`src/design/tkst_pkg.sv`:
```
// Shared types and action codes for the top-k sorted score table.
package tkst_pkg;

	localparam logic [2:0] ACT_INSERT = 3'd0;
	localparam logic [2:0] ACT_DELETE = 3'd1;
	localparam logic [2:0] ACT_QUERY  = 3'd2;
	localparam logic [2:0] ACT_CLEAR  = 3'd3;
	localparam logic [2:0] ACT_READ   = 3'd4;

	typedef struct packed {
		logic [31:0] tag;
		logic [31:0] score;
		logic [15:0] words;
	} tkst_entry_t;

	typedef struct packed {
		logic        accepted;
		logic [2:0]  entry_total;
		logic [31:0] found_tag;
		logic [31:0] found_score;
		logic [15:0] found_words;
	} tkst_result_t;

endpackage

```
`src/design/tkst_table_mem.sv`:
```
// Entry memory of the score table: one write port, one registered read port.
module tkst_table_mem
	import tkst_pkg::*;
#(
	parameter int DEPTH = 7,
	parameter int AW    = 3
) (
	input  logic              clk,
	input  logic              wr_en,
	input  logic [AW-1:0]     wr_addr,
	input  tkst_entry_t       wr_data,
	input  logic [AW-1:0]     rd_addr,
	output tkst_entry_t       rd_data
);

	tkst_entry_t mem [DEPTH];

	always_ff @(posedge clk) begin
		if (wr_en) begin
			mem[wr_addr] <= wr_data;
		end
	end

	always_ff @(posedge clk) begin
		rd_data <= mem[rd_addr];
	end

endmodule

```
`src/design/tkst_ctrl.sv`:
```
// Sequencer that walks the entry memory for insert, delete, query and read.
module tkst_ctrl
	import tkst_pkg::*;
#(
	parameter int TABLE_DEPTH = 7,
	parameter int AW          = 3,
	parameter int CW          = 3
) (
	input  logic              clk,
	input  logic              arst_n,
	input  logic              in_valid,
	output logic              in_stall,
	input  logic [2:0]        action,
	input  logic [31:0]       player_tag,
	input  logic [31:0]       score,
	input  logic [15:0]       word_count,
	input  logic [2:0]        position,
	input  logic              out_free,
	output logic              done,
	output tkst_result_t      result,
	output logic              wr_en,
	output logic [AW-1:0]     wr_addr,
	output tkst_entry_t       wr_data,
	output logic [AW-1:0]     rd_addr,
	input  tkst_entry_t       rd_data
);

	localparam int WW = (CW > 3) ? CW : 3;
	localparam logic [CW-1:0] DEPTH_C = CW'(TABLE_DEPTH);
	localparam logic [CW-1:0] ONE_C   = CW'(1);
	localparam logic [AW-1:0] LAST_A  = AW'(TABLE_DEPTH - 1);

	localparam logic [2:0] S_IDLE = 3'd0;
	localparam logic [2:0] S_READ = 3'd1;
	localparam logic [2:0] S_EVAL = 3'd2;
	localparam logic [2:0] S_PUT  = 3'd3;
	localparam logic [2:0] S_DONE = 3'd4;

	logic [2:0]    state_q, state_d;
	logic [CW-1:0] held_q, held_d;
	logic [CW-1:0] idx_q, idx_d;
	logic [AW-1:0] addr_q, addr_d;
	logic          found_q, found_d;
	logic          chk_q, chk_d;
	logic [2:0]    op_q, op_d;
	tkst_entry_t   req_q, req_d;
	tkst_result_t  res_q, res_d;

	logic [CW-1:0] idx_dec, idx_dec2, idx_inc, held_dec, held_inc;
	logic [WW-1:0] pos_w, held_w;
	logic          is_full, match, found_now;

	assign idx_dec   = idx_q - ONE_C;
	assign idx_dec2  = idx_q - CW'(2);
	assign idx_inc   = idx_q + ONE_C;
	assign held_dec  = held_q - ONE_C;
	assign held_inc  = held_q + ONE_C;
	assign pos_w     = WW'(position);
	assign held_w    = WW'(held_q);
	assign is_full   = (held_q == DEPTH_C);
	assign match     = (rd_data == req_q);
	assign found_now = found_q | match;

	assign in_stall = (state_q != S_IDLE);
	assign done     = (state_q == S_DONE);
	assign rd_addr  = addr_q;

	always_comb begin
		result             = res_q;
		result.entry_total = held_w[2:0];
	end

	always_comb begin
		state_d = state_q;
		held_d  = held_q;
		idx_d   = idx_q;
		addr_d  = addr_q;
		found_d = found_q;
		chk_d   = chk_q;
		op_d    = op_q;
		req_d   = req_q;
		res_d   = res_q;
		wr_en   = 1'b0;
		wr_addr = idx_q[AW-1:0];
		wr_data = req_q;
		unique case (state_q)
			S_IDLE: begin
				if (in_valid) begin
					op_d    = action;
					req_d   = '{tag: player_tag, score: score, words: word_count};
					res_d   = '0;
					found_d = 1'b0;
					chk_d   = 1'b0;
					state_d = S_DONE;
					case (action)
						ACT_INSERT: begin
							if (is_full) begin
								// Check first whether the new score beats the lowest entry.
								idx_d   = DEPTH_C - ONE_C;
								addr_d  = LAST_A;
								chk_d   = 1'b1;
								state_d = S_READ;
							end else if (held_q == '0) begin
								idx_d   = '0;
								state_d = S_PUT;
							end else begin
								idx_d   = held_q;
								addr_d  = held_dec[AW-1:0];
								state_d = S_READ;
							end
						end
						ACT_DELETE: begin
							if (held_q != '0) begin
								idx_d   = '0;
								addr_d  = '0;
								state_d = S_READ;
							end
						end
						ACT_QUERY: begin
							if (is_full) begin
								addr_d  = LAST_A;
								state_d = S_READ;
							end else begin
								res_d.accepted = 1'b1;
							end
						end
						ACT_CLEAR: begin
							held_d         = '0;
							res_d.accepted = 1'b1;
						end
						ACT_READ: begin
							if (pos_w < held_w) begin
								addr_d  = pos_w[AW-1:0];
								state_d = S_READ;
							end
						end
						default: begin
						end
					endcase
				end
			end
			S_READ: begin
				state_d = S_EVAL;
			end
			S_EVAL: begin
				state_d = S_DONE;
				case (op_q)
					ACT_INSERT: begin
						if (chk_q) begin
							chk_d = 1'b0;
							if (rd_data.score < req_q.score) begin
								// The lowest entry is dropped; walk up from the last rank.
								if (idx_q == '0) begin
									state_d = S_PUT;
								end else begin
									addr_d  = idx_dec[AW-1:0];
									state_d = S_READ;
								end
							end else begin
								res_d.accepted = 1'b1;
							end
						end else if (rd_data.score < req_q.score) begin
							// Lower entry moves down one rank.
							wr_en   = 1'b1;
							wr_data = rd_data;
							idx_d   = idx_dec;
							if (idx_q == ONE_C) begin
								state_d = S_PUT;
							end else begin
								addr_d  = idx_dec2[AW-1:0];
								state_d = S_READ;
							end
						end else begin
							state_d = S_PUT;
						end
					end
					ACT_DELETE: begin
						// Entries after the match move up one rank.
						if (found_q) begin
							wr_en   = 1'b1;
							wr_addr = idx_dec[AW-1:0];
							wr_data = rd_data;
						end
						found_d = found_now;
						if (idx_inc < held_q) begin
							idx_d   = idx_inc;
							addr_d  = idx_inc[AW-1:0];
							state_d = S_READ;
						end else begin
							if (found_now) begin
								held_d = held_dec;
							end
							res_d.accepted = found_now;
						end
					end
					ACT_QUERY: begin
						res_d.accepted = (req_q.score >= rd_data.score);
					end
					ACT_READ: begin
						res_d.accepted    = 1'b1;
						res_d.found_tag   = rd_data.tag;
						res_d.found_score = rd_data.score;
						res_d.found_words = rd_data.words;
					end
					default: begin
					end
				endcase
			end
			S_PUT: begin
				wr_en   = 1'b1;
				wr_addr = idx_q[AW-1:0];
				wr_data = req_q;
				if (!is_full) begin
					held_d = held_inc;
				end
				res_d.accepted = 1'b1;
				state_d        = S_DONE;
			end
			S_DONE: begin
				if (out_free) begin
					state_d = S_IDLE;
				end
			end
			default: begin
				state_d = S_IDLE;
			end
		endcase
	end

	always_ff @(posedge clk or negedge arst_n) begin
		if (!arst_n) begin
			state_q <= S_IDLE;
			held_q  <= '0;
		end else begin
			state_q <= state_d;
			held_q  <= held_d;
		end
	end

	always_ff @(posedge clk) begin
		idx_q   <= idx_d;
		addr_q  <= addr_d;
		found_q <= found_d;
		chk_q   <= chk_d;
		op_q    <= op_d;
		req_q   <= req_d;
		res_q   <= res_d;
	end

endmodule

```
`src/design/top_k_sorted_score_table.sv`:
```
// Top-k sorted score table: request and result channels around the table sequencer.
//
// A request on the input channel (in_valid, in_stall) carries an action: insert, delete,
// high-score query, clear or read by rank. Each request yields exactly one result on the
// output channel (out_valid, out_stall), in request order.
// The entries live in a memory with a registered read port, kept in descending score
// order; insert and delete move entries one rank per memory access, each access being
// a read state and then an evaluate state. Clear, an unknown action, a read past the
// count and a query on a table not full need no memory access; a read within the count
// and a query on a full table read a single entry; delete reads every entry held; insert
// reads upward from the lowest entry and stops where the new entry belongs.
// One request is worked on at a time; in_stall stays high until its result is handed
// to the output register, after which the next request can be taken.
// The output register holds a finished result while out_stall is high, so the next
// request can already be accepted and worked on meanwhile.
// Reset empties the table (entry count zero) and clears both channels; entry contents
// are not cleared, since only ranks below the count are ever read.
module top_k_sorted_score_table
	import tkst_pkg::*;
#(
	parameter int TABLE_DEPTH = 7
) (
	input  logic        clk,
	input  logic        arst_n,
	input  logic        in_valid,
	output logic        in_stall,
	input  logic [2:0]  action,
	input  logic [31:0] player_tag,
	input  logic [31:0] score,
	input  logic [15:0] word_count,
	input  logic [2:0]  position,
	output logic        out_valid,
	input  logic        out_stall,
	output logic        accepted,
	output logic [2:0]  entry_total,
	output logic [31:0] found_tag,
	output logic [31:0] found_score,
	output logic [15:0] found_words
);

	localparam int AW = (TABLE_DEPTH > 1) ? $clog2(TABLE_DEPTH) : 1;
	localparam int CW = $clog2(TABLE_DEPTH + 1);

	logic          out_valid_q;
	tkst_result_t  out_q;
	logic          out_free;
	logic          done;
	tkst_result_t  result;
	logic          wr_en;
	logic [AW-1:0] wr_addr;
	tkst_entry_t   wr_data;
	logic [AW-1:0] rd_addr;
	tkst_entry_t   rd_data;

	assign out_free = !out_valid_q || !out_stall;

	tkst_ctrl #(
		.TABLE_DEPTH (TABLE_DEPTH),
		.AW          (AW),
		.CW          (CW)
	) u_ctrl (
		.clk        (clk),
		.arst_n     (arst_n),
		.in_valid   (in_valid),
		.in_stall   (in_stall),
		.action     (action),
		.player_tag (player_tag),
		.score      (score),
		.word_count (word_count),
		.position   (position),
		.out_free   (out_free),
		.done       (done),
		.result     (result),
		.wr_en      (wr_en),
		.wr_addr    (wr_addr),
		.wr_data    (wr_data),
		.rd_addr    (rd_addr),
		.rd_data    (rd_data)
	);

	tkst_table_mem #(
		.DEPTH (TABLE_DEPTH),
		.AW    (AW)
	) u_mem (
		.clk     (clk),
		.wr_en   (wr_en),
		.wr_addr (wr_addr),
		.wr_data (wr_data),
		.rd_addr (rd_addr),
		.rd_data (rd_data)
	);

	always_ff @(posedge clk or negedge arst_n) begin
		if (!arst_n) begin
			out_valid_q <= 1'b0;
		end else if (done && out_free) begin
			out_valid_q <= 1'b1;
		end else if (!out_stall) begin
			out_valid_q <= 1'b0;
		end
	end

	always_ff @(posedge clk) begin
		if (done && out_free) begin
			out_q <= result;
		end
	end

	assign out_valid   = out_valid_q;
	assign accepted    = out_q.accepted;
	assign entry_total = out_q.entry_total;
	assign found_tag   = out_q.found_tag;
	assign found_score = out_q.found_score;
	assign found_words = out_q.found_words;

endmodule

```
`config.mk`:
```
export PLATFORM = sky130hd
export DESIGN_NAME = top_k_sorted_score_table
export DESIGN_NICKNAME = d
export VERILOG_FILES = /design/src/design/tkst_pkg.sv /design/src/design/tkst_table_mem.sv /design/src/design/tkst_ctrl.sv /design/src/design/top_k_sorted_score_table.sv
export SDC_FILE = /design/constraint.sdc
export NUM_CORES = 1
export LEC_CHECK = 0
export ABC_AREA = 1
export BUFFER_PORTS_ARGS = -buffer_cell sky130_fd_sc_hd__buf_2
export CAP_MARGIN = 10
export CORE_MARGIN = 2
export CORE_UTILIZATION = 55
export CTS_CLUSTER_SIZE = 16
export DETAILED_ROUTE_END_ITERATION = 10
export PLACE_DENSITY = 0.73
export REMOVE_ABC_BUFFERS = 1
export SYNTH_ARGS = -nofsm -noshare
export SYNTH_HDL_FRONTEND = slang
export SYNTH_SLANG_ARGS = --single-unit
export TNS_END_PERCENT = 100
```
`constraint.sdc`:
```
create_clock -name clk -period 8.25 [get_ports clk]
set_clock_uncertainty 0.05 [all_clocks]
set_input_delay 1.65 -clock clk [delete_from_list [all_inputs] [get_ports clk]]
set_output_delay 1.65 -clock clk [all_outputs]
set_load 0.03 [all_outputs]
```
==> results of run 1 <==
-- worst max-delay path, cell delays in order, from the launching register on --
cell      delay, ns
dfrtp_1        0.43
nor2_2         0.18
inv_2          0.07
nor2_4         0.32
clkinv_2       0.71
nor2_2         0.40
nand2_2        0.12
o21ai_1        0.22
inv_1          0.10
nor2_1         0.15
nand2_1        0.11
a21oi_4        0.80
buf_4          0.55
-- metrics by stage --
stage / cells / instance area, sq um
after floorplan: 3155 / 36800
after global placement: 4237 / 39200
after detailed placement: 4237 / 39200
after CTS: 4405 / 42100
after global routing: 4405 / 42100
final: 4405 / 42100
-- kinds of logic after synthesis --
logic type | share of synthesized area (%)
compound gates | 11.4
flops | 70.0
fa+ha+maj | 1.47
xor+xnor | 0.257
simple gates | 12.5
buf+inv | 4.34
-- per-layer routing --
metal  wire, um  vias up
met2      41900      978
met5          0        -
met4       2640        0
li1           -    11876
met1      36000    12204
met3       5970      166
-- power by group --
part | internal [mW] | leakage (nW) | switching (mW)
Sequential | 6.11 | 8.27 | 0.343
Combinational | 1.16 | 6.02 | 3.33
Clock | 2.35 | 1.43 | 1.70
Total | 9.62 | 15.7 | 5.38
-- cells in the mapped netlist (2+ instances only) --
library cell | count | area share [%]
dfrtp_1 | 7 | 0.47
clkinv_1 | 2 | 0.020
nand3_1 | 93 | 1.2
o21ai_0 | 334 | 4.5
inv_1 | 215 | 2.2
buf_6 | 8 | 0.24
o221ai_1 | 2 | 0.047
nor3_1 | 9 | 0.12
nand4_1 | 24 | 0.40
edfxtp_1 | 816 | 65
buf_1 | 16 | 0.16
nor2_1 | 291 | 2.9
inv_2 | 8 | 0.080
a21oi_1 | 276 | 3.7
clkbuf_1 | 139 | 1.4
buf_2 | 21 | 0.28
ha_1 | 44 | 1.5
o21ai_1 | 3 | 0.040
nand2_1 | 754 | 7.5
nand2_2 | 2 | 0.033
nor2_2 | 5 | 0.083
dfxtp_1 | 80 | 4.3
a21boi_1 | 80 | 1.6
xnor2_1 | 6 | 0.14
xor2_1 | 5 | 0.12
o22ai_1 | 83 | 1.4
nor2_4 | 2 | 0.060
-- layout by cell type, fill, tap and decap left out, drive strengths merged, types with 24 or more instances in the layout --
cell type,count
edfxtp,816
nand2,756
o21ai,337
nor2,298
a21oi,276
inv,227
buf,209
clkbuf,128
nand3,94
o22ai,83
a21boi,80
dfxtp,80
ha,44
clkinv,27
nand4,24
-- state kept, by name, summed over array words and instances (netlist names) --
register        count
accepted            1
entry_total         3
found_score        32
found_tag          32
found_words        16
out_valid           1
u_ctrl.chk_q        1
u_ctrl.found_q      1
u_ctrl.held_q       3
u_ctrl.idx_q        3
u_ctrl.op_q         3
u_ctrl.rd_addr      3
u_ctrl.req_q       80
u_ctrl.result      81
u_ctrl.state_q      3
u_mem.mem         560
u_mem.rd_data      80
-- final cells by class --
type	instances	area, sq um	share of cell area (%)
well taps	873	1090	2.59
clock buffers	128	2550	6.05
repair buffers	209	1190	2.83
inverters	226	861	2.04
clock inverters	40	400	0.951
multi-input cells	2026	9740	23.1
flip-flops and latches	903	26300	62.4
-- path summary, 6_finish.rpt --
kind                                     to  slack, ns
setup / recovery           u_mem.mem[0][62]       3.64
hold / removal               found_score[4]       0.37
setup reg to reg           u_mem.mem[0][62]       3.64
hold reg to reg              found_score[4]       0.37
max in group asynchronous  u_ctrl.held_q[2]       7.21
min in group asynchronous         out_valid       0.77
==> summary.txt, run 1 <==
Status
  – Status: complete, no violations

Placed design
  – IO buf count: 175
  – Place WS: 3.68 ns
  – GPL Wtd Cong: 0.842
  – Detailed placer's ending HPWL: 50,200 um

Hold path
  – Cell depth of the worst hold path: 0
  – Hold Crit Start: u_ctrl.result[20]
  – Hold Path Class: reg -> reg

Global route
  – Met3 Usage GRT: 3.33%
  – Initial antenna violation count: 1
  – GR Layer Usage met1: 34.2%
  – M2 GR Usage: 39.9%
  – GRT overflow: 0
  – Largest net degree at the start of global routing: 241
  – Global-route wire length before repair: 136,000 um
  – GRT Total Usage: 24.6%
  – Vias in the first global route: 24,241
  – Gr busiest metal: met2

Clock network
  – CTS root buf: clkbuf_16
  – Max Buffers Root-to-Sink: 3
  – Post-CTS sizing: 0
  – Worst-Skew Late Latency: 0.65 ns
  – Sinks on Clock Net: 903
  – Num CTS Buffers: 90
  – Htree depth: 3
  – Post-CTS Setup Bufs: 0
  – Post-CTS Hold Fix Bufs: 0
  – Clock transition at the registers of the reported paths: 0.06 ns
  – CTS tree: yes

Finish
  – Final nets: 3,590
  – Layout cell share with drive strength beyond 1: 10.8%
  – FILL cells: 5,010
  – Antenna diodes: 0
  – P&R area growth vs syn: 12.2%
  – Fin util: 62.5%

Floorplan
  – Die width: 265 um
  – Die area: 70,300 sq um
  – FP Rows: 95
  – Floorplan core area: 67,400 sq um
  – Starting Density: 55.7%
  – Io pins: 176
  – Chip height: 265 um

Critical path
  – CP Launch Point: u_ctrl.state_q[2]
  – Worst r2r src: u_ctrl.state_q[2]
  – FF-to-FF path depth: 12
  – Startpoint Class: register
  – Crit-path max FO: 40
  – CP required: 8.48 ns
  – Setup CP Type: reg -> reg
  – Element type at the critical path end: register
  – Arrival time worst endpoint: 4.84 ns

Synth
  – Post-synth EDFFs: 816
  – Post-synthesis register bit count: 903
  – Mapped Cells: 3,339
  – Synth Cell Area: 37,500 sq um
  – Ys async rst share: 0.775%
  – Synth cell types: 41
  – Predominant post-synthesis flop cell: edfxtp_1
  – Seq/Total Area, Yosys: 70.0%
  – Warnings, synthesis: 0
  – Synth Area per Inst: 11.2 sq um

Timing
  – Final setup fails: 0
  – Hold WS: 0.365 ns
  – Final TNS setup: 0 ns
  – Crit path setup slack, layout: 3.64 ns
  – Unrepaired setup endpoints after global routing: no
  – Worst rel slew slack: 14.8%
  – Final Hold Vio Count: 0
  – Tcrit/Tclk final: 55.8%
  – Fmax: 217 MHz
  – Fin. max-slew vios: 0
  – Worst slew pin tran: 1.28 ns
  – Minimum clock period: 4.61 ns

Drt
  – Drt total wl: 86,500 um
  – DRT Pass-1 Iters: 6
  – DRC Markers: 0
  – Via density: 5.73
  – Via count: 25,224
  – Avg WL per Cell: 19.6 um
  – DRT iter0 DRCs: 2,822
  – Detail Route Antenna Nets: 0

Pwr
  – PD cells: 356 nW/um^2
  – Maximum VDD drop: 0.269 mV
  – Leak: 15.7 nW
  – Total Power: 15.0 mW

Run
  – Max-cap violation count: 0
No activity file was read; power rests on OpenSTA's default activity.
==> run 2: changes to the inputs <==
--- a/config.mk
+++ b/config.mk
@@ -5,14 +5,14 @@
 export SDC_FILE = /design/constraint.sdc
 export NUM_CORES = 1
 export LEC_CHECK = 0
-export ABC_AREA = 1
+export ABC_AREA = 0
 export BUFFER_PORTS_ARGS = -buffer_cell sky130_fd_sc_hd__buf_2
 export CAP_MARGIN = 10
 export CORE_MARGIN = 2
 export CORE_UTILIZATION = 55
 export CTS_CLUSTER_SIZE = 16
 export DETAILED_ROUTE_END_ITERATION = 10
-export PLACE_DENSITY = 0.73
+export PLACE_DENSITY = 0.76
 export REMOVE_ABC_BUFFERS = 1
 export SYNTH_ARGS = -nofsm -noshare
 export SYNTH_HDL_FRONTEND = slang
==> constraint.sdc (replaced) <==
create_clock -name clk -period 4.2 [get_ports clk]
set_clock_uncertainty 0.05 [all_clocks]
set_input_delay 0.84 -clock clk [delete_from_list [all_inputs] [get_ports clk]]
set_output_delay 0.84 -clock clk [all_outputs]
set_load 0.03 [all_outputs]
==> summary.txt, run 2 <==
Critical path
  – CP required: 4.48 ns
  – Setup CP Type: reg -> reg
  – Element type at the critical path end: register
  – Crit-path max FO: 24
  – Startpoint Class: register
  – Arrival time worst endpoint: 4.06 ns
  – Worst r2r src: u_ctrl.req_q[33]
  – CP Launch Point: u_ctrl.req_q[33]

Floorplan
  – Io pins: 176
  – Die width: 257 um
  – FP Rows: 92
  – Starting Density: 55.7%
  – Die area: 66,000 sq um
  – Floorplan core area: 63,200 sq um
  – Chip height: 257 um

Synth
  – Top-area cell type share of the netlist area: 69.6%
  – Synth area leader: edfxtp_1
  – Synth Cell Area: 35,200 sq um
  – Top-count cell post-synth: edfxtp_1
  – Synth Area per Inst: 18.3 sq um
  – Warnings, synthesis: 0
  – Seq/Total Area, Yosys: 74.7%
  – Post-synth EDFFs: 816
  – Top post-synthesis cells by area: edfxtp_1 70%, mux4_2 5.1%, dfxtp_1 4.5%, mux2_4 3.4%, mux2_2 2.6%
  – Predominant post-synthesis flop cell: edfxtp_1
  – Top cells by count, synth: 816 x edfxtp_1, 105 x nand2_1, 97 x o21ai_0
  – Mapped Cells: 1,924
  – Synth cell types: 68
  – Post-synthesis register bit count: 903
  – Ys async rst share: 0.775%

Placed design
  – Place WS: 0.471 ns
  – GPL Wtd Cong: 0.834
  – Detailed placer's ending HPWL: 42,800 um
  – IO buf count: 175
  – Dpl cells: 2,897

Pwr
  – PD cells: 638 nW/um^2
  – Leak: 14.5 nW
  – Maximum VDD drop: 0.412 mV
  – Total Power: 25.8 mW

Clock network
  – Worst-Skew Late Latency: 0.64 ns
  – CTS root buf: clkbuf_16
  – Max Buffers Root-to-Sink: 3
  – Sinks on Clock Net: 903
  – Post-CTS sizing: 0
  – Clock transition at the registers of the reported paths: 0.06 ns
  – Htree depth: 3
  – CTS tree: yes
  – Num CTS Buffers: 88

Timing
  – Unrepaired setup endpoints after global routing: no
  – Crit path setup slack, layout: 0.420 ns
  – Minimum clock period: 3.78 ns
  – Final TNS setup: 0 ns
  – Worst rel slew slack: 35.9%
  – Tcrit/Tclk final: 90.0%
  – Final Hold Vio Count: 0
  – Fmax: 265 MHz
  – Fin. max-slew vios: 0
  – Final setup fails: 0
  – Worst slew pin tran: 0.961 ns

Drt
  – Detail Route Antenna Nets: 0
  – DRT Pass-1 Iters: 5
  – Drt total wl: 72,300 um
  – Via count: 17,835
  – DRC Markers: 0
  – Avg WL per Cell: 23.6 um
  – DRT iter0 DRCs: 1,493
  – Via density: 5.82

Finish
  – Final nets: 2,276
  – Layout cell share with drive strength beyond 1: 28.2%
  – Commonest non-fill, non-tap cell in the layout: edfxtp_1
  – P&R area growth vs syn: 15.0%
  – Antenna diodes: 0
  – Max reg flops: 560
  – Fin cells: 3,064
  – Most frequent cells in the layout: 816 x edfxtp_1, 175 x buf_2, 105 x nand2_1
  – Largest reg by FF count: u_mem.mem

Hold path
  – Hold Path Class: in -> reg
  – Hold Crit Start: player_tag[16]

Global route
  – Global-route wire length before repair: 110,000 um
  – Vias in the first global route: 18,319
  – GRT Total Usage: 22.0%
  – Initial antenna violation count: 1
  – GRT overflow: 0
  – Largest net degree at the start of global routing: 130

Run
  – Max-cap violation count: 0

Status
  – Status: complete, no violations
-- run 2: layer usage --
layer	part of all wire (%)	vias up	routed length, um	track usage [%]
met4	2.4	0	1740	6.80
li1	-	7922	-	-
met1	42	9187	30600	30.6
met3	5.4	114	3930	2.89
met2	50	612	36000	36.5
met5	0	-	0	0
-- run 2: critical path, stage by stage, from the launching register on --
cell and delay (ns):
edfxtp_1 0.40, ha_1 0.32, a21oi_1 0.06, o21ai_0 0.26, a21oi_1 0.16, o31ai_1 0.51, buf_4 0.24, o211ai_4 0.11
a21oi_1 0.51, a22o_4 0.58, buf_4 0.27
-- run 2: metrics by stage --
stage          utilization (%)  cell area, sq um  hold slack, ns
2_1_floorplan                -             34700           0.350
3_3_place_gp              59.2             37400           0.353
3_5_place_dp              59.2             37400           0.355
4_1_cts                   64.1             40500           0.295
5_1_grt                   64.1             40500           0.307
6_report                  64.1             40500           0.327
-- run 2: logic make-up after synthesis --
group	count (synthesis)	share of synthesized area, %
XOR/XNOR	57	1.42
buffers and inverters	135	1.86
AO/OA/AOI/OAI	170	2.90
AND/OR/NAND/NOR	286	3.98
adder cells (fa/ha/maj)	46	1.62
flip-flops	903	74.7
multiplexers	327	13.6
-- run 2: final timing paths --
| path | endpoint | slack (ns) | cells after the start |
|---|---|---|---|
| max in group asynchronous | u_ctrl.state_q[1] | 3.39 | 2 |
| max | u_mem.mem[4][70] | 0.42 | 10 |
| min | u_ctrl.req_q[64] | 0.33 | 1 |
| max reg2reg | u_mem.mem[4][70] | 0.42 | 10 |
| min reg2reg | found_score[18] | 0.36 | 0 |
| min in group asynchronous | out_valid | 0.53 | 2 |
-- run 2: where the power goes --
group          total [mW]  leakage (nW)  switching (mW)  internal, mW
Combinational        5.44          4.80            3.36          2.08
Clock                8.22          1.48            3.36          4.86
Sequential           12.2          8.24           0.720          11.4
Total                25.8          14.5            7.44          18.4
-- run 2: layout make-up --
class / count / area (sq um)
Multi-Input combinational cell: 886 / 8360
Clock buffer: 111 / 2410
Fill cell: 4177 / 22700
Inverter: 45 / 171
Tap cell: 846 / 1060
Sequential cell: 903 / 26300
Timing Repair Buffer: 218 / 1530
Clock inverter: 55 / 672
-- run 2: repair_timing --
item	in CTS	in global routing
hold endpoints to repair	7	0
hold buffers	1	0
setup buffers	0	0
